### src/design/pvs_pkg.sv
// Shared constants, types and store request format for the packed variable store.
// No dependencies; the other design files except pvs_lane refer to this package by scoped names.
package pvs_pkg;

  localparam int NUM_BANKS      = 8;
  localparam int WORDS_PER_BANK = 2000;
  localparam int Z_BANK_CODE    = 25;
  localparam int Z_BANK         = 7;
  localparam int L_BANK_CODE    = 11;
  localparam int L_BANK         = 6;

  localparam int DEPTH   = NUM_BANKS * WORDS_PER_BANK;
  localparam int BANK_W  = (NUM_BANKS > 1) ? $clog2(NUM_BANKS) : 1;
  localparam int ADDR_W  = (DEPTH > 1) ? $clog2(DEPTH) : 1;
  localparam int WIDX_W  = (WORDS_PER_BANK > 1) ? $clog2(WORDS_PER_BANK) : 1;
  localparam int LIM_W   = (WIDX_W + 6 > 17) ? WIDX_W + 6 : 17;

  // raw_type div 26 as (raw * 79) >> 11, exact for every 8-bit raw code
  localparam int TYPE_RADIX  = 26;
  localparam int RECIP       = 79;
  localparam int RECIP_SHIFT = 11;
  localparam int MAX_WCODE   = 5;
  localparam int WORD_LOG    = 5;

  localparam logic [1:0] ST_OK           = 2'd0;
  localparam logic [1:0] ST_BAD_BANK     = 2'd1;
  localparam logic [1:0] ST_BAD_LOCATION = 2'd2;
  localparam logic [1:0] ST_BAD_WIDTH    = 2'd3;

  typedef struct packed {
    logic [1:0]        status;
    logic [BANK_W-1:0] bank;
    logic [WIDX_W-1:0] widx;
    logic [4:0]        offset;
    logic [2:0]        wl;
  } dec_t;

  typedef struct packed {
    logic              re;
    logic              we;
    logic [ADDR_W-1:0] addr;
    logic [31:0]       wdata;
  } mem_req_t;

endpackage

### src/design/pvs_decode.sv
// Access decoder: splits the raw type code, remaps banks and runs the range checks.
// Depends on pvs_pkg.
module pvs_decode (
  input  logic [7:0]    raw_type,
  input  logic [15:0]   location,
  output pvs_pkg::dec_t dec
);

  logic [14:0]              prod;
  logic [3:0]               wcode;
  logic [7:0]               rem8;
  logic [4:0]               code;
  logic [4:0]               bank_a;
  logic [4:0]               bank_b;
  logic [2:0]               wl;
  logic [2:0]               pl;
  logic [pvs_pkg::LIM_W-1:0] limit;
  logic [4:0]               low;

  always_comb begin
    prod   = {7'd0, raw_type} * 15'(pvs_pkg::RECIP);
    wcode  = 4'(prod >> pvs_pkg::RECIP_SHIFT);
    rem8   = raw_type - 8'({4'd0, wcode} * 8'(pvs_pkg::TYPE_RADIX));
    code   = rem8[4:0];
    bank_a = (code == 5'(pvs_pkg::Z_BANK_CODE)) ? 5'(pvs_pkg::Z_BANK) : code;
    bank_b = (bank_a == 5'(pvs_pkg::L_BANK_CODE)) ? 5'(pvs_pkg::L_BANK) : bank_a;

    // element width log2: whole word counts as 32 bits
    case (wcode)
      4'd0:    wl = 3'd5;
      4'd1:    wl = 3'd0;
      4'd2:    wl = 3'd1;
      4'd3:    wl = 3'd2;
      4'd4:    wl = 3'd3;
      4'd5:    wl = 3'd4;
      default: wl = 3'd5;
    endcase
    pl    = 3'(pvs_pkg::WORD_LOG) - wl;
    limit = pvs_pkg::LIM_W'(pvs_pkg::WORDS_PER_BANK) << pl;
    low   = location[4:0] & 5'((6'd1 << pl) - 6'd1);

    dec.bank   = pvs_pkg::BANK_W'(bank_b);
    dec.widx   = pvs_pkg::WIDX_W'(location >> pl);
    dec.offset = low << wl;
    dec.wl     = wl;

    if ({1'b0, bank_b} >= 6'(pvs_pkg::NUM_BANKS)) begin
      dec.status = pvs_pkg::ST_BAD_BANK;
    end else if (wcode > 4'(pvs_pkg::MAX_WCODE)) begin
      dec.status = pvs_pkg::ST_BAD_WIDTH;
    end else if (pvs_pkg::LIM_W'(location) >= limit) begin
      dec.status = pvs_pkg::ST_BAD_LOCATION;
    end else begin
      dec.status = pvs_pkg::ST_OK;
    end
  end

endmodule

### config.mk
export PLATFORM = sky130hd
export DESIGN_NAME = pvs_decode
export DESIGN_NICKNAME = d
export VERILOG_FILES = /design/src/design/pvs_pkg.sv /design/src/design/pvs_decode.sv
export SDC_FILE = /design/constraint.sdc
export NUM_CORES = 1
export LEC_CHECK = 0
export ABC_AREA = 0
export BUFFER_PORTS_ARGS = -buffer_cell sky130_fd_sc_hd__buf_4
export CORE_MARGIN = 1.5
export CORE_UTILIZATION = 50
export DETAILED_ROUTE_END_ITERATION = 8
export PLACE_DENSITY = 0.84
export SLEW_MARGIN = 10
export SYNTH_ARGS = -nofsm -noshare
export SYNTH_HDL_FRONTEND = slang
export SYNTH_SLANG_ARGS = --single-unit
### constraint.sdc
create_clock -name vclk -period 14.5
set_input_delay 2.175 -clock vclk [all_inputs]
set_output_delay 2.175 -clock vclk [all_outputs]
set_load 0.02 [all_outputs]
==> summary.txt, run 1 <==
Worst setup path
  – Crit path largest cell delay: 0.56 ns
  – Critical Path Sink Type: output pin
  – Setup CP Type: input port to output pin
  – Max FO, Critical Path: 18
  – Setup crit start kind: input port
  – Worst EP arrival: 9.15 ns
  – Critical Path RT: 12.32 ns
  – CP max-delay cell: fa_1
  – Setup crit start: raw_type[4]

Yosys
  – Synth warnings: 0
  – Syn_area_per_cell: 7.85 um^2
  – Syn_nets: 382
  – Syn Inst Count: 295
  – Area of the mapped netlist: 2320 um^2
  – Post-synthesis sequential area ratio: 0%
  – Synth cell types: 53

Floorplan
  – Starting Density: 52.5%
  – Core Area: 4410 um^2
  – Die H: 71.1 um
  – Die area: 5050 um^2
  – IO Pins: 48
  – Row cnt: 24
  – Die W: 71.1 um

Detailed routing
  – Drt wl/cell: 15.2 um
  – DRT antenna net count: 0
  – Total wire length: 5880 um
  – DR vias: 2275
  – Vias per inst: 5.88
  – 1st-pass router iterations: 5
  – First-iteration detailed-routing DRC count: 164
  – Drt drc: 0

Timing
  – Final Setup Violations: 0
  – Tmin final: 11.32 ns
  – Fmax: 0.0883 GHz
  – Final Hold Fails: 0
  – RSZ-0062 raised after global routing: no
  – Rel. slew slack: 57.6%
  – Worst Tran Pin Value: 0.632 ns
  – Fin. max-slew vios: 0
  – Final Cycle Share: 78.1%
  – Setup Total Neg Slack: 0 ns

Hold path
  – Worst Hold End: dec[21]
  – HP Class: input port to output pin
  – Min-delay src: raw_type[0]
  – Cell count of the worst hold path: 3

Global routing
  – Initial antenna violation count: 0
  – Total grt overflow: 0
  – Pin count of the biggest net entering global routing: 19
  – Tot GR Track Use: 24.2%
  – First-pass GRT wire length: 10300 um
  – Vias in the first global route: 2186

Cells and area
  – Layout area overhead: 16.4%
  – Most frequent cells in the layout: inv_1, ha_1, buf_4
  – Clock buf count: 0
  – Fillcell total: 401
  – Diode count: 0
  – FF+latch area: 0 um^2
  – Nets: 424
  – Share of cells above drive strength 1: 17.6%
  – Num sequential: 0
  – Fin area: 2700 um^2

Clocking
  – Hold buffer count at cts: 0
  – CTS resizes: 0
  – Post-CTS Setup Bufs: 0

Place
  – Routability cong.: 0.902
  – Port bufs: 48
  – Placement Cell Area: 2700 um^2
  – DP HPWL: 4990 um

Run status
  – Outcome: complete, no violations

Run
  – Max-cap violation count: 0
==> worst max-delay path, delay by kind of cell <==
family / cells / cell delay, ns
xor+xnor: 1 / 0.36
fa+ha+maj: 7 / 2.99
buf+inv: 6 / 0.51
compound gates: 11 / 2.06
simple gates: 4 / 1.02
==> layer usage <==
layer	GRT usage (%)	wire [um]	vias to the layer above
met4	3.77	87	0
met2	42.4	2820	84
met1	33.6	2680	1059
li1	-	-	1122
met3	1.42	300	10
met5	0	0	-
==> logic make-up (layout without fill, tap and decap cells) <==
kind of cell / after synthesis / after routing / synth area share, %
adders and majority gates: 63 / 63 / 38.6
xor gates and xnor gates: 11 / 11 / 4.75
muxes: 20 / 20 / 9.24
AOI/OAI and AO/OA: 71 / 71 / 20.7
buffers and inverters: 60 / 100 / 10.5
and+or+nand+nor: 70 / 70 / 16.2
==> synth_stat cells, types with 2 or more instances <==
| cell | count | area [um^2] |
|---|---|---|
| ha_1 | 49 | 613 |
| inv_1 | 49 | 184 |
| nand2_1 | 19 | 71.3 |
| a21oi_1 | 18 | 90.1 |
| mux2i_1 | 18 | 180 |
| nor2_1 | 15 | 56.3 |
| fa_1 | 14 | 280 |
| o22ai_1 | 13 | 81.3 |
| o21ai_0 | 10 | 50.1 |
| xnor2_1 | 9 | 78.8 |
| or2_1 | 6 | 37.5 |
| and3_1 | 5 | 31.3 |
| clkbuf_1 | 4 | 15.0 |
| nand3_1 | 4 | 20.0 |
| nor2b_1 | 4 | 25.0 |
| nand2b_1 | 3 | 18.8 |
| nor3_1 | 3 | 15.0 |
| o221ai_1 | 3 | 26.3 |
| o22a_1 | 3 | 26.3 |
| o31a_1 | 3 | 26.3 |
| or3_1 | 3 | 18.8 |
| a211oi_1 | 2 | 15.0 |
| a21o_1 | 2 | 15.0 |
| a221o_1 | 2 | 20.0 |
| a31oi_1 | 2 | 12.5 |
| and2_1 | 2 | 12.5 |
| and4_1 | 2 | 17.5 |
| buf_4 | 2 | 15.0 |
| inv_2 | 2 | 7.51 |
==> area by class of cell <==
cell class                      instances  area [um^2]  share of cell area (%)
Inverter                               52          198                    7.34
Multi-Input combinational cell        235         2070                    76.9
Tap cell                               52         65.1                    2.41
Timing Repair Buffer                   48          360                    13.4
==> worst max-delay path by stage <==
stage               slack [ns]       to
global route              2.72  dec[23]
floorplan                 3.97  dec[23]
global placement          3.51  dec[23]
finish                    3.18  dec[23]
detailed placement        3.26  dec[23]
CTS                       3.24  dec[23]
==> stage by stage <==
| stage | setup WS [ns] | std cells | util, % | hold WS, ns |
|---|---|---|---|---|
| after floorplan | 3.97 | 295 | - | 4.50 |
| after detailed placement | 3.26 | 387 | 61.1 | 4.74 |
| after global routing | 2.72 | 387 | 61.1 | 4.76 |
| final | 3.18 | 387 | 61.1 | 4.74 |
| after global placement | 3.51 | 387 | 61.1 | 4.74 |
| after CTS | 3.24 | 387 | 61.1 | 4.74 |
Power of run 1 is not shown: default switching activity piles up to over one toggle a cycle in this logic, so the estimate is an artifact.
==> run 2, diff against run 1 <==
Settings changed: ABC_AREA 0 to 1, PLACE_DENSITY 0.84 to 0.82.
Clock period 14.5 ns to 11.4 ns, I/O delays scaled along.
==> run 2 against run 1 <==
  * Cell count up 44%
  * Count of clock-buffer cells in the layout did not move
  * Wire length up 13%
  * Design area grew 16%
  * Core utilization is 0.96 points lower
  * Non-clock buffer count is the same
  * First-iteration DRC count decreased by 23%
==> summary.txt, run 2 <==
Worst setup path
  – Critical Path Sink Type: output pin
  – Setup CP Type: input port to output pin
  – Crit path largest cell delay: 0.75 ns
  – Worst path bufs/invs: 11
  – Critical Path RT: 9.69 ns
  – Setup crit start kind: input port
  – Worst EP arrival: 8.23 ns
  – Max FO, Critical Path: 20
  – CP max-delay cell: ha_1
  – CP delay by family, top: adder cells

Yosys
  – Synth cell types: 32
  – Yosys top cell by area: ha_1
  – Yosys top cell area share: 22.3%
  – Syn_nets: 535
  – Post-synthesis sequential area ratio: 0%
  – Area of the mapped netlist: 2760 um^2
  – Largest cells by area after synthesis: ha_1, nand2_1, inv_1, fa_1, nand3_1
  – Syn Inst Count: 448
  – Syn_area_per_cell: 6.15 um^2
  – Post-synth top cells: nand2_1, inv_1, ha_1
  – Top-count cell post-synth: nand2_1
  – Synth warnings: 0

Timing
  – Final Setup Violations: 0
  – Rel. slew slack: 55.5%
  – Worst Tran Pin Value: 0.667 ns
  – Fmax: 0.101 GHz
  – Setup Total Neg Slack: 0 ns
  – RSZ-0062 raised after global routing: no
  – Final Cycle Share: 87.2%
  – Final Hold Fails: 0
  – Tmin final: 9.94 ns
  – Fin. max-slew vios: 0

Clocking
  – CTS resizes: 0
  – Hold buffer count at cts: 0
  – Post-CTS Setup Bufs: 0

Cells and area
  – Most frequent cells in the layout: nand2_1, inv_1, ha_1
  – Layout area overhead: 13.5%
  – Multi-input logic area: 2310 um^2
  – Commonest non-fill, non-tap cell in the layout: nand2_1
  – Fillcell total: 494
  – Nets: 576
  – FF+latch area: 0 um^2
  – Clock buf count: 0
  – Num sequential: 0
  – Share of cells above drive strength 1: 18.5%
  – Diode count: 0

Place
  – Routability cong.: 0.936
  – DP HPWL: 5700 um
  – Port bufs: 48

Detailed routing
  – Vias per inst: 5.18
  – First-iteration detailed-routing DRC count: 126
  – DR vias: 2888
  – Total wire length: 6670 um
  – DRT antenna net count: 0
  – Drt drc: 0
  – Drt wl/cell: 12.0 um
  – 1st-pass router iterations: 4

Run status
  – Outcome: complete, no violations

Global routing
  – Tot GR Track Use: 23.0%
  – Pin count of the biggest net entering global routing: 36
  – Vias in the first global route: 2713
  – First-pass GRT wire length: 11800 um
  – Total grt overflow: 0
  – Initial antenna violation count: 0

Floorplan
  – Row cnt: 26
  – Die W: 77.2 um
  – IO Pins: 48
  – Die H: 77.2 um
  – Core Area: 5200 um^2
  – Die area: 5960 um^2
  – Starting Density: 52.9%

Run
  – Max-cap violation count: 0

Hold path
  – HP Class: input port to output pin
-- run 2: cell types whose count changed after synthesis, moves of 9 or more --
cell,before,now
inv_1,49,91
mux2i_1,18,0
nand2_1,19,125
nand2_2,0,9
nand3_1,4,46
nand4_1,0,11
o211ai_2,0,9
o22ai_1,13,0
xnor2_1,9,0
-- run 2: routing by layer --
| layer | global-route usage [%] | vias up | routed length (um) |
|---|---|---|---|
| li1 | - | 1510 | - |
| met1 | 30.0 | 1319 | 3020 |
| met2 | 43.2 | 59 | 3410 |
| met3 | 0.714 | 0 | 236 |
| met4 | 1.82 | 0 | 0 |
| met5 | 0 | - | 0 |
-- run 2: cell type report --
| type | count | area share [%] |
|---|---|---|
| Multi-Input combinational cell | 342 | 73.8 |
| Inverter | 97 | 11.9 |
| Timing Repair Buffer | 48 | 11.5 |
| Tap cell | 70 | 2.80 |
-- run 2: cells by family after synthesis --
| logic type | Yosys count | share of synthesized area, % |
|---|---|---|
| AO/OA/AOI/OAI | 43 | 11.2 |
| XOR/XNOR | 1 | 0.318 |
| adder cells (fa/ha/maj) | 63 | 32.4 |
| buffers and inverters | 106 | 16.2 |
| AND/OR/NAND/NOR | 235 | 39.8 |
-- run 2: final timing paths --
path / startpoint / end / slack, ns / cells after the start
setup / recovery: raw_type[4] / dec[23] / 1.46 / 36
hold / removal: raw_type[0] / dec[19] / 3.77 / 4
-- run 2: per-stage QoR --
stage                     setup slack (ns)  util [%]  hold WS (ns)  instances  instance area (um^2)
final                                 1.46      60.1          3.77        557                  3130
after global routing                 0.899      60.1          3.82        557                  3130
after CTS                             1.52      60.1          3.77        557                  3130
after detailed placement              1.53      60.1          3.77        557                  3130
after global placement                1.76      60.1          3.76        557                  3130
after floorplan                       2.49         -          3.55        448                  2760
-- run 2: tightest hold or removal path, cell delays in order --
cell and delay, ns:
buf_4 0.12, nand2_1 0.06, inv_1 0.04, buf_4 0.13
Power of run 2 is left out for the same reason.
