[config.mk]
export PLATFORM = sky130hd
export DESIGN_NAME = pvs_lane
export DESIGN_NICKNAME = d
export VERILOG_FILES = /design/src/design/pvs_lane.sv
export SDC_FILE = /design/constraint.sdc
export NUM_CORES = 1
export LEC_CHECK = 0
export ABC_AREA = 1
export BUFFER_PORTS_ARGS = -buffer_cell sky130_fd_sc_hd__buf_2
export CORE_UTILIZATION = 30
export DETAILED_ROUTE_END_ITERATION = 7
export GPL_ROUTABILITY_DRIVEN = 0
export PLACE_DENSITY_LB_ADDON = 0.3
export SYNTH_ARGS = -nofsm -noshare
export SYNTH_HDL_FRONTEND = slang
export SYNTH_SLANG_ARGS = --single-unit
[constraint.sdc]
create_clock -name vclk -period 4.8
set_input_delay 0.48 -clock vclk [all_inputs]
set_output_delay 0.48 -clock vclk [all_outputs]
set_load 0.005 [all_outputs]
[src/design/pvs_lane.sv]
// Shared field unit: extracts a packed element from a word and merges a new one into it.
// Does not depend on pvs_pkg; no package items needed here.
module pvs_lane (
  input  logic [31:0] word,
  input  logic [31:0] value,
  input  logic [4:0]  offset,
  input  logic [2:0]  wl,
  output logic [31:0] elem,
  output logic [31:0] merged
);

  logic [5:0]  bits;
  logic [31:0] mask;

  always_comb begin
    bits = 6'd1 << wl;
    if (wl >= 3'd5) begin
      mask = '1;
    end else begin
      mask = (32'd1 << bits) - 32'd1;
    end
    elem   = (word >> offset) & mask;
    merged = (word & ~(mask << offset)) | ((value & mask) << offset);
  end

endmodule

==> summary.md, run 1 <==
| Metric | Value |
|---|---|
| Port Buf Inserts | 136 |
| Total Wirelength | 22300 µm |
| PwrDens | 122 nW/µm² |
| Worst Setup End Kind | output pin |
| Hold path start | word[8] |
| Post-CTS Hold Buffers | 0 |
| Largest net degree at the start of global routing | 74 |
| Layout fillers | between 1500 and 2000 |
| First-pass GRT wire length | 34400 µm |
| Area grow syn2layout | 11.8% |
| Psw | about 440 µW |
| Starting density of the core | 30.8% |
| Antenna viol nets, final | 0 |
| Commonest non-fill, non-tap cell in the layout | nand2_1 |
| Sequential-to-total area share from yosys stat | 0% |
| Core area | 15200 µm² |
| Number of setup violations in the final report | 0 |
| DIE AREA | 16100 µm² |
| CP peak stage delay | 0.46 ns |
| Part of the cycle the worst path needs | 74.0% |
| Post-DP HPWL | 17100 µm |
| Status | finished clean |
| Tightest Pin Transition | 0.792 ns |
| Crit path cell chain | buf_2 -> ha_1 -> inv_1 -> nand2_2 -> inv_2 -> nand2_2 -> nand3_1 -> nand3_1 -> nand3_1 -> nand2_1 -> o211ai_1 -> nand3_1 -> buf_2 |
| Total power | roughly 640 µW |
| Share of layout cells above drive strength 1 | 16.2% |
| Reg area | 0 µm² |
| RSZ-0062 raised after global routing | false |
| Worst hold path stage count | 4 |
| Cell family with the largest share of critical-path delay | simple AND/OR/NAND/NOR gates |
| IO Count | around 140 |
| FMAX | between 200 and 300 MHz |
| Max Cap Viol | 0 |
| Post-Syn Area | 4690 µm² |
| Ys Warns | 0 |
| Proportion of power drawn by flip-flops and latches | 0% |
| Clock buffer count | 0 |
| Max-slew headroom | 47.1% |
| Tot GR Track Use | 27.0% |
| CP arrival | 3.07 ns |
| VDD IR max | 79.2 µV |
| CP bufs+invs | 4 |
| DR iter-0 viols | 943 |
| Syn nets | 1077 |
| # resized after CTS | 0 |
| WL/cell | 17.7 µm |
| # nets final | approximately 1100 |
| Leakage | 2.87 nW |
| Via Count | 7194 |
| Number of global-route vias before repair | approximately 6400 |
| Worst hold path class | input port to output pin |
| First-pass iteration count of the detailed router | 6 |
| Clk network pwr share | 0% |
| Rows | 45 |
| Final core utilization | 34.5% |
| Die Y | 127 µm |
| Initial antenna violation count | 2 |
| Critical Path Start Type | input port |
| Fin. Hold Viols | 0 |
| Synth unique cells | 47 |
| Most frequent CP cell | nand3_1 |
| Grt total ovfl | 0 |
| Die width | 127 µm |
| Minimum clock period | 3.55 ns |
| Crit-path max FO | 30 |
| Vias per inst | 5.72 |
| Worst endpoint required time | 4.32 ns |
| Int Pwr | just over 200 µW |
| Synth Instances | 1001 |
| TNS Setup | 0 ns |
| WS Path Type | input port to output pin |
| Sequential cell count | 0 |
| Commonest cells after routing, fill and taps aside | nand2_1 (384), nand3_1 (225), buf_2 (136), o21ai_0 (68), inv_1 (52) |
| Post-CTS Setup Bufs | 0 |
| Syn Area/Cell | about 4.7 µm² |
| Fin. max-slew vios | 0 |
| Residual DRC | 0 |
| Logic pwr share | 100.0% |
| Net Sw Frac | 67.9% |
| Crit path max-delay cell type | inv_2 |
| Hold Path Sink | merged[8] |
==> stage by stage <==
step | instance area, µm² | instances | hold slack (ns) | worst slack (ns)
6_report | 5250 | 1258 | 1.29 | 1.25
5_1_grt | 5240 | 1257 | 1.32 | 1.04
4_1_cts | 5240 | 1257 | 1.29 | 1.30
3_5_place_dp | 5240 | 1257 | 1.29 | 1.31
3_3_place_gp | 5240 | 1257 | 1.28 | 1.38
2_1_floorplan | 4690 | 1001 | 1.05 | 2.55
==> synth_stat cells (2+ instances only) <==
library cell,instances,share of area (%)
a211oi_1,2,0.32
or2_2,3,0.40
inv_2,5,0.40
o21ai_0,68,7.3
a21oi_1,16,1.7
a31oi_1,8,1.1
buf_6,12,2.9
buf_2,26,2.8
nor3_1,10,1.1
buf_1,16,1.3
o2111ai_1,2,0.37
or2_1,2,0.27
clkbuf_1,18,1.4
nand4_1,6,0.80
buf_4,7,1.1
o21bai_1,2,0.32
nand2_1,384,31
inv_1,53,4.2
nand3_2,3,0.64
mux2i_1,10,2.1
or2_0,2,0.27
o21ai_1,32,3.4
nand2_2,6,0.80
a21boi_1,3,0.48
nor2_1,49,3.9
ha_1,4,1.1
nand3_1,225,24
o211ai_1,8,1.3
==> tightest hold or removal path: stages <==
cell and delay (ns):
buf_2 0.12, nand2_1 0.06, nand2_1 0.06, buf_2 0.10
==> logic make-up (layout without fill, tap and decap cells) <==
family          Yosys count  count (layout)  synth area share, %
simple gates            694             694                 63.6
buf+inv                 138             206                 14.3
mux                      10              10                 2.13
compound gates          155             155                 18.9
fa+ha+maj                 4               4                 1.07
other cells               0               1                    0
==> per-layer routing <==
layer  vias to the layer above  part of all wire, %  global-route usage [%]
li1                       3487                    -                       -
met1                      3146                   39                    34.1
met2                       464                   43                    43.3
met3                        95                   12                    4.65
met4                         2                  6.3                    15.4
met5                         -                0.049                       0
==> how the worst max path moves through the flow <==
stage / startpoint / to / slack (ns) / cells after the start
floorplan: wl[1] / merged[25] / 2.55 / 16
global placement: wl[1] / merged[22] / 1.38 / 16
detailed placement: wl[1] / merged[16] / 1.31 / 13
CTS: wl[1] / merged[16] / 1.30 / 13
global route: wl[1] / merged[28] / 1.04 / 17
finish: wl[1] / merged[16] / 1.25 / 13
==> power by group through the flow <==
stage	Sequential (mW)	Clock, mW	Combinational, mW
6_report	0	0.00000000688	0.642
5_1_grt	0	0	0.707
4_1_cts	0	0	0.625
3_5_place_dp	0	0	0.622
3_3_place_gp	0	0	0.622
2_1_floorplan	0	0	0.420
==> final cells by class <==
type / instances / area, µm² / area share, %
antenna: 1 / 2.50 / 0.0477
multi-input combinational: 863 / 4020 / 76.6
inverter: 59 / 224 / 4.27
timing repair buffer: 147 / 763 / 14.6
tap: 188 / 235 / 4.48
Power figures use the tool's default switching activity.
==> run 2, diff against run 1 <==
==> constraint.sdc (replaced) <==
create_clock -name vclk -period 3.6
set_input_delay 0.36 -clock vclk [all_inputs]
set_output_delay 0.36 -clock vclk [all_outputs]
set_load 0.005 [all_outputs]
==> run 2 against run 1 <==
Effect of this change:
- largest cell class unchanged
- hold slack worse by 0.23 ns
- critical path depth rose by 4
- first-iteration DRC count is 4.7% higher
- critical path type unchanged
- critical endpoint is now merged[31]
==> summary.md, run 2 (same netlist as run 1, synthesis figures left out) <==
| Metric | Value |
|---|---|
| Status | finished clean |
| Part of the cycle the worst path needs | 87.4% |
| Die width | 127 µm (unchanged) |
| Largest net degree at the start of global routing | 75 (+1.4%) |
| Number of global-route vias before repair | 6493 (+1.2%) |
| Crit-path max FO | 23 (-23%) |
| Post-DP HPWL | 17300 µm (+0.99%) |
| Minimum clock period | 3.15 ns |
| FMAX | 318 MHz |
| Crit path cell chain | buf_2 -> ha_1 -> inv_1 -> nand2_2 -> inv_2 -> nand2_2 -> nand3_1 -> nand2_1 -> nand2_1 -> nand2_1 -> nand2_1 -> nand3_1 -> nand2_1 -> nand2_1 -> nand2_1 -> nand2_1 -> buf_2 |
| Fin. max-slew vios | 0 (unchanged) |
| Commonest non-fill, non-tap cell in the layout | nand2_1 |
| Commonest cells after routing, fill and taps aside | nand2_1 (384), nand3_1 (225), buf_2 (136), o21ai_0 (68), inv_1 (52) |
| Crit path max-delay cell type | nand2_2 |
| WL/cell | 18.1 µm (+1.9%) |
| Starting density of the core | 30.8% (unchanged) |
| Residual DRC | 0 (unchanged) |
| CP arrival | 2.79 ns (-0.28 ns) |
| PwrDens | 164 nW/µm² (+34%) |
| Die Y | 127 µm (unchanged) |
| Met2 wire len | 9580 µm (+0.14%) |
| Post-CTS Hold Buffers | 0 (unchanged) |
| CP peak stage delay | 0.37 ns (-0.09 ns) |
| Worst endpoint required time | 3.24 ns (-1.08 ns) |
| Max Cap Viol | 0 (unchanged) |
| Leakage | 2.90 nW (+1.1%) |
| Placed insts | 1260 (+0.24%) |
| WS Path Type | input port to output pin |
| VDD IR max | 94.6 µV (+19%) |
| RSZ-0062 raised after global routing | false |
| # resized after CTS | 0 (unchanged) |
| Port Buf Inserts | 136 (unchanged) |
| DIE AREA | 16100 µm² (unchanged) |
| Share of layout cells above drive strength 1 | 16.4% (+0.23 points) |
| Initial antenna violation count | 0 (-2) |
| Vias per inst | 5.81 (+1.7%) |
| Via Count | 7325 (+1.8%) |
| Final worst slack | 0.454 ns (-0.794 ns) |
| Antenna viol nets, final | 0 (unchanged) |
| First-pass iteration count of the detailed router | 7 (+1) |
| TNS Setup | 0 ns (unchanged) |
| Core area | 15200 µm² (unchanged) |
| WL met3 | 2700 µm (+5.0%) |
| Reg area | 0 µm² (unchanged) |
| Worst hold path class | input port to output pin |
| Critical Path Start Type | input port |
| Ant. Diodes | 0 (-1) |
| Number of setup violations in the final report | 0 (unchanged) |
| Total power | 873 µW (+36%) |
| Top sig layer | met4 |
| Fin. Hold Viols | 0 (unchanged) |
| Grt total ovfl | 0 (unchanged) |
| Final Non-Filler Cells | 1260 (+0.16%) |
| Worst hold slack | 1.06 ns (-0.228 ns) |
| Tightest Pin Transition | 0.782 ns (-0.0103 ns) |
| Clock buffer count | 0 (unchanged) |
| Area grow syn2layout | 13.3% |
| DR iter-0 viols | 987 (+4.7%) |
| Worst Setup End Kind | output pin |
| Hold path start | word[8] |
| Sequential cell count | 0 (unchanged) |
| # nets final | 1150 (+0.26%) |
| Post-CTS Setup Bufs | 0 (unchanged) |
| WL met1 | 8940 µm (+2.2%) |
| Place WS | 0.578 ns (-0.730 ns) |
| Tot GR Track Use | 27.4% (+0.38 points) |
| Total Wirelength | 22800 µm (+2.1%) |
| Rows | 45 (unchanged) |
| IO Count | 136 (unchanged) |
| Max-slew headroom | 47.7% (+0.57 points) |
| First-pass GRT wire length | 34900 µm (+1.7%) |
| Hold Path Sink | merged[8] |
| Most frequent CP cell | nand2_1 |
| Worst hold path stage count | 4 (unchanged) |
-- run 2: cell types whose count changed in the layout (fill, tap and decap cells not counted) --
cell     delta
buf_4       -1
buf_12      +4
diode_2     -1
-- run 2: worst max-delay path by stage --
stage | startpoint | to | depth (start not counted)
after floorplan | wl[1] | merged[25] | 16
after global placement | wl[1] | merged[31] | 17
after detailed placement | wl[1] | merged[31] | 17
after CTS | wl[1] | merged[31] | 17
after global routing | wl[1] | merged[31] | 17
final | wl[1] | merged[31] | 17
-- run 2: metal layers --
| metal | vias to the layer above | track usage [%] |
|---|---|---|
| met2 | 548 | 43.1 |
| met4 | 0 | 16.5 |
| met1 | 3199 | 35.2 |
| met5 | - | 0 |
| met3 | 95 | 4.23 |
| li1 | 3483 | - |
-- run 2: stage by stage --
| stage | util, % | cell area [µm²] |
|---|---|---|
| 2_1_floorplan | - | 4690 |
| 3_5_place_dp | 35.0 | 5320 |
| 4_1_cts | 35.0 | 5320 |
| 3_3_place_gp | 35.0 | 5320 |
| 6_report | 35.0 | 5320 |
| 5_1_grt | 35.0 | 5320 |
-- run 2: area by class of cell --
cell class / instances / area (µm²)
tap: 188 / 235
multi-input combinational: 863 / 4020
fill: 1789 / 9890
timing repair buffer: 150 / 836
inverter: 59 / 224
-- run 2: power breakdown --
part           switching (mW)  internal, mW  leakage [nW]
registers                   0             0             0
logic                   0.589         0.284          2.90
clock network               0             0             0
total                   0.589         0.284          2.90
-- run 2: worst max-delay path: cells and delay by family --
family	cells	cell delay (ns)
buf+inv	4	0.62
fa+ha+maj	1	0.19
simple gates	12	1.61
==> run 3, diff against run 2 <==
--- a/config.mk
+++ b/config.mk
@@ -7,10 +7,12 @@
 export LEC_CHECK = 0
 export ABC_AREA = 1
 export BUFFER_PORTS_ARGS = -buffer_cell sky130_fd_sc_hd__buf_2
+export CORE_ASPECT_RATIO = 0.75
+export CORE_MARGIN = 2
 export CORE_UTILIZATION = 30
 export DETAILED_ROUTE_END_ITERATION = 7
 export GPL_ROUTABILITY_DRIVEN = 0
-export PLACE_DENSITY_LB_ADDON = 0.3
+export PLACE_DENSITY = 0.51
 export SYNTH_ARGS = -nofsm -noshare
 export SYNTH_HDL_FRONTEND = slang
 export SYNTH_SLANG_ARGS = --single-unit
==> run 3 against run 2 <==
Effect of this change:
- hold slack worse by 0.020 ns
- non-clock buffer count up 4
- critical path depth unchanged
- power up 0.23%
- first-iteration DRC count down 1.4%
- utilization about the same
- cell count up 1.8%
- combinational power about the same
- critical path type unchanged
==> summary.md, run 3 (same netlist as run 1, synthesis figures left out) <==
| Metric | Value |
|---|---|
| Tot GR Track Use | 26.6% (-0.74 points) |
| Crit path max-delay cell type | buf_4 |
| Starting density of the core | 30.7% (-0.14 points) |
| Worst Setup End Kind | output pin |
| Worst hold path stage count | 4 (unchanged) |
| Minimum clock period | 3.09 ns (-0.0590 ns) |
| Clock buffer count | 0 (unchanged) |
| Tightest Pin Transition | 0.817 ns (+0.0347 ns) |
| Cell family with the largest share of critical-path delay | simple AND/OR/NAND/NOR gates |
| FMAX | 324 MHz (+1.9%) |
| Grt total ovfl | 0 (unchanged) |
| Commonest cells after routing, fill and taps aside | nand2_1 (384), nand3_1 (225), buf_2 (136), o21ai_0 (68), inv_1 (52) |
| Clk network pwr share | 0% (unchanged) |
| Critical Path Start Type | input port |
| Commonest non-fill, non-tap cell in the layout | nand2_1 |
| CP Launch Point | wl[1] |
| Via Count | 7350 (+0.34%) |
| Share of layout cells above drive strength 1 | 16.7% (+0.31 points) |
| Final worst slack | 0.513 ns (+0.0590 ns) |
| Die width | 148 µm (+17%) |
| Number of setup violations in the final report | 0 (unchanged) |
| First-pass iteration count of the detailed router | 8 (+1) |
| DR iter-0 viols | 973 (-1.4%) |
| Residual DRC | 0 (unchanged) |
| RSZ-0062 raised after global routing | false |
| Post-CTS Hold Buffers | 0 (unchanged) |
| Fin. max-slew vios | 0 (unchanged) |
| Rows | 39 (-13%) |
| # nets final | 1154 (+0.35%) |
| Place WS | 0.661 ns (+0.0830 ns) |
| TNS Setup | 0 ns (unchanged) |
| Worst hold slack | 1.04 ns (-0.0204 ns) |
| Crit-path max FO | 29 (+26%) |
| Total Wirelength | 23400 µm (+2.6%) |
| Proportion of power drawn by flip-flops and latches | 0% (unchanged) |
| Worst hold path class | input port to output pin |
| Post-CTS Setup Bufs | 0 (unchanged) |
| Most frequent CP cell | nand2_1 |
| Port Buf Inserts | 136 (unchanged) |
| CP arrival | 2.73 ns (-0.06 ns) |
| DIE AREA | 16700 µm² (+3.2%) |
| Int Pwr | 282 µW (-0.58%) |
| Crit path cell chain | buf_2 -> ha_1 -> inv_1 -> nand2_2 -> inv_2 -> buf_4 -> nand3_2 -> nand2_1 -> nand3_1 -> nand3_1 -> nand2_1 -> nand2_1 -> nand2_1 -> nand2_1 -> nand2_1 -> nand2_1 -> buf_2 |
| Initial antenna violation count | 1 (+1) |
| Final core utilization | 34.9% (-0.040 points) |
| WS Path Type | input port to output pin |
| CP peak stage delay | 0.33 ns (-0.04 ns) |
| Worst endpoint required time | 3.24 ns (about the same) |
| Hold Path Sink | merged[0] |
| Largest net degree at the start of global routing | 74 (-1.3%) |
| Sequential cell count | 0 (unchanged) |
| # resized after CTS | 0 (unchanged) |
| Logic pwr share | 100.0% (about the same) |
| IO Count | 136 (unchanged) |
| Number of global-route vias before repair | 6401 (-1.4%) |
| Hold path start | word[0] |
| Part of the cycle the worst path needs | 85.8% (-1.6 points) |
| Net Sw Frac | 67.8% (+0.26 points) |
| PwrDens | 164 nW/µm² (-0.12%) |
| Psw | 593 µW (+0.62%) |
| Vias per inst | 5.73 (-1.5%) |
| First-pass GRT wire length | 35600 µm (+1.8%) |
| VDD IR max | 57.0 µV (-40%) |
| CP bufs+invs | 5 (+1) |
| Core area | 15300 µm² (+0.47%) |
| WL/cell | 18.2 µm (+0.80%) |
| Max-slew headroom | 45.5% (-2.2 points) |
| Max Cap Viol | 0 (unchanged) |
| Post-DP HPWL | 18100 µm (+4.6%) |
| Total power | 875 µW (+0.23%) |
| Area grow syn2layout | 13.7% |
| Leakage | 2.90 nW (+0.19%) |
| Reg area | 0 µm² (unchanged) |
| Antenna viol nets, final | 0 (unchanged) |
| Status | finished clean |
| Fin. Hold Viols | 0 (unchanged) |
| Die Y | 112 µm (-12%) |
-- run 3: changes by cell type in the layout (fill, tap and decap cells not counted) --
cell / change
buf_12: -3
buf_4: +7
diode_2: +2
-- run 3: power groups by stage --
| stage | registers, mW | clock network, mW | logic (mW) |
|---|---|---|---|
| global route | 0 | 0 | 0.960 |
| detailed placement | 0 | 0 | 0.845 |
| floorplan | 0 | 0 | 0.560 |
| CTS | 0 | 0 | 0.849 |
| global placement | 0 | 0 | 0.848 |
| finish | 0 | 0.0000000197 | 0.875 |
-- run 3: area by class of cell --
type,count,area [µm²]
antenna,2,5.00
tap,205,256
inverter,59,224
timing repair buffer,154,828
fill,1801,9940
multi-input combinational,863,4020
-- run 3: worst max path at each step --
| stage | end | slack [ns] | cells after the start |
|---|---|---|---|
| floorplan | merged[25] | 1.59 | 16 |
| global placement | merged[20] | 0.62 | 17 |
| detailed placement | merged[20] | 0.66 | 17 |
| CTS | merged[20] | 0.65 | 17 |
| global route | merged[20] | 0.37 | 17 |
| finish | merged[20] | 0.51 | 17 |
-- run 3: through the flow --
stage | cell area (µm²) | cells
2_1_floorplan | 4690 | 1001
3_3_place_gp | 5330 | 1281
3_5_place_dp | 5330 | 1281
4_1_cts | 5330 | 1281
5_1_grt | 5330 | 1281
6_report | 5330 | 1283
-- run 3: routing by layer --
layer	GRT usage [%]	up-vias	share of wire (%)
li1	-	3497	-
met1	38.0	3295	42
met2	40.2	497	41
met3	5.85	61	14
met4	7.43	0	3.5
met5	0	-	0
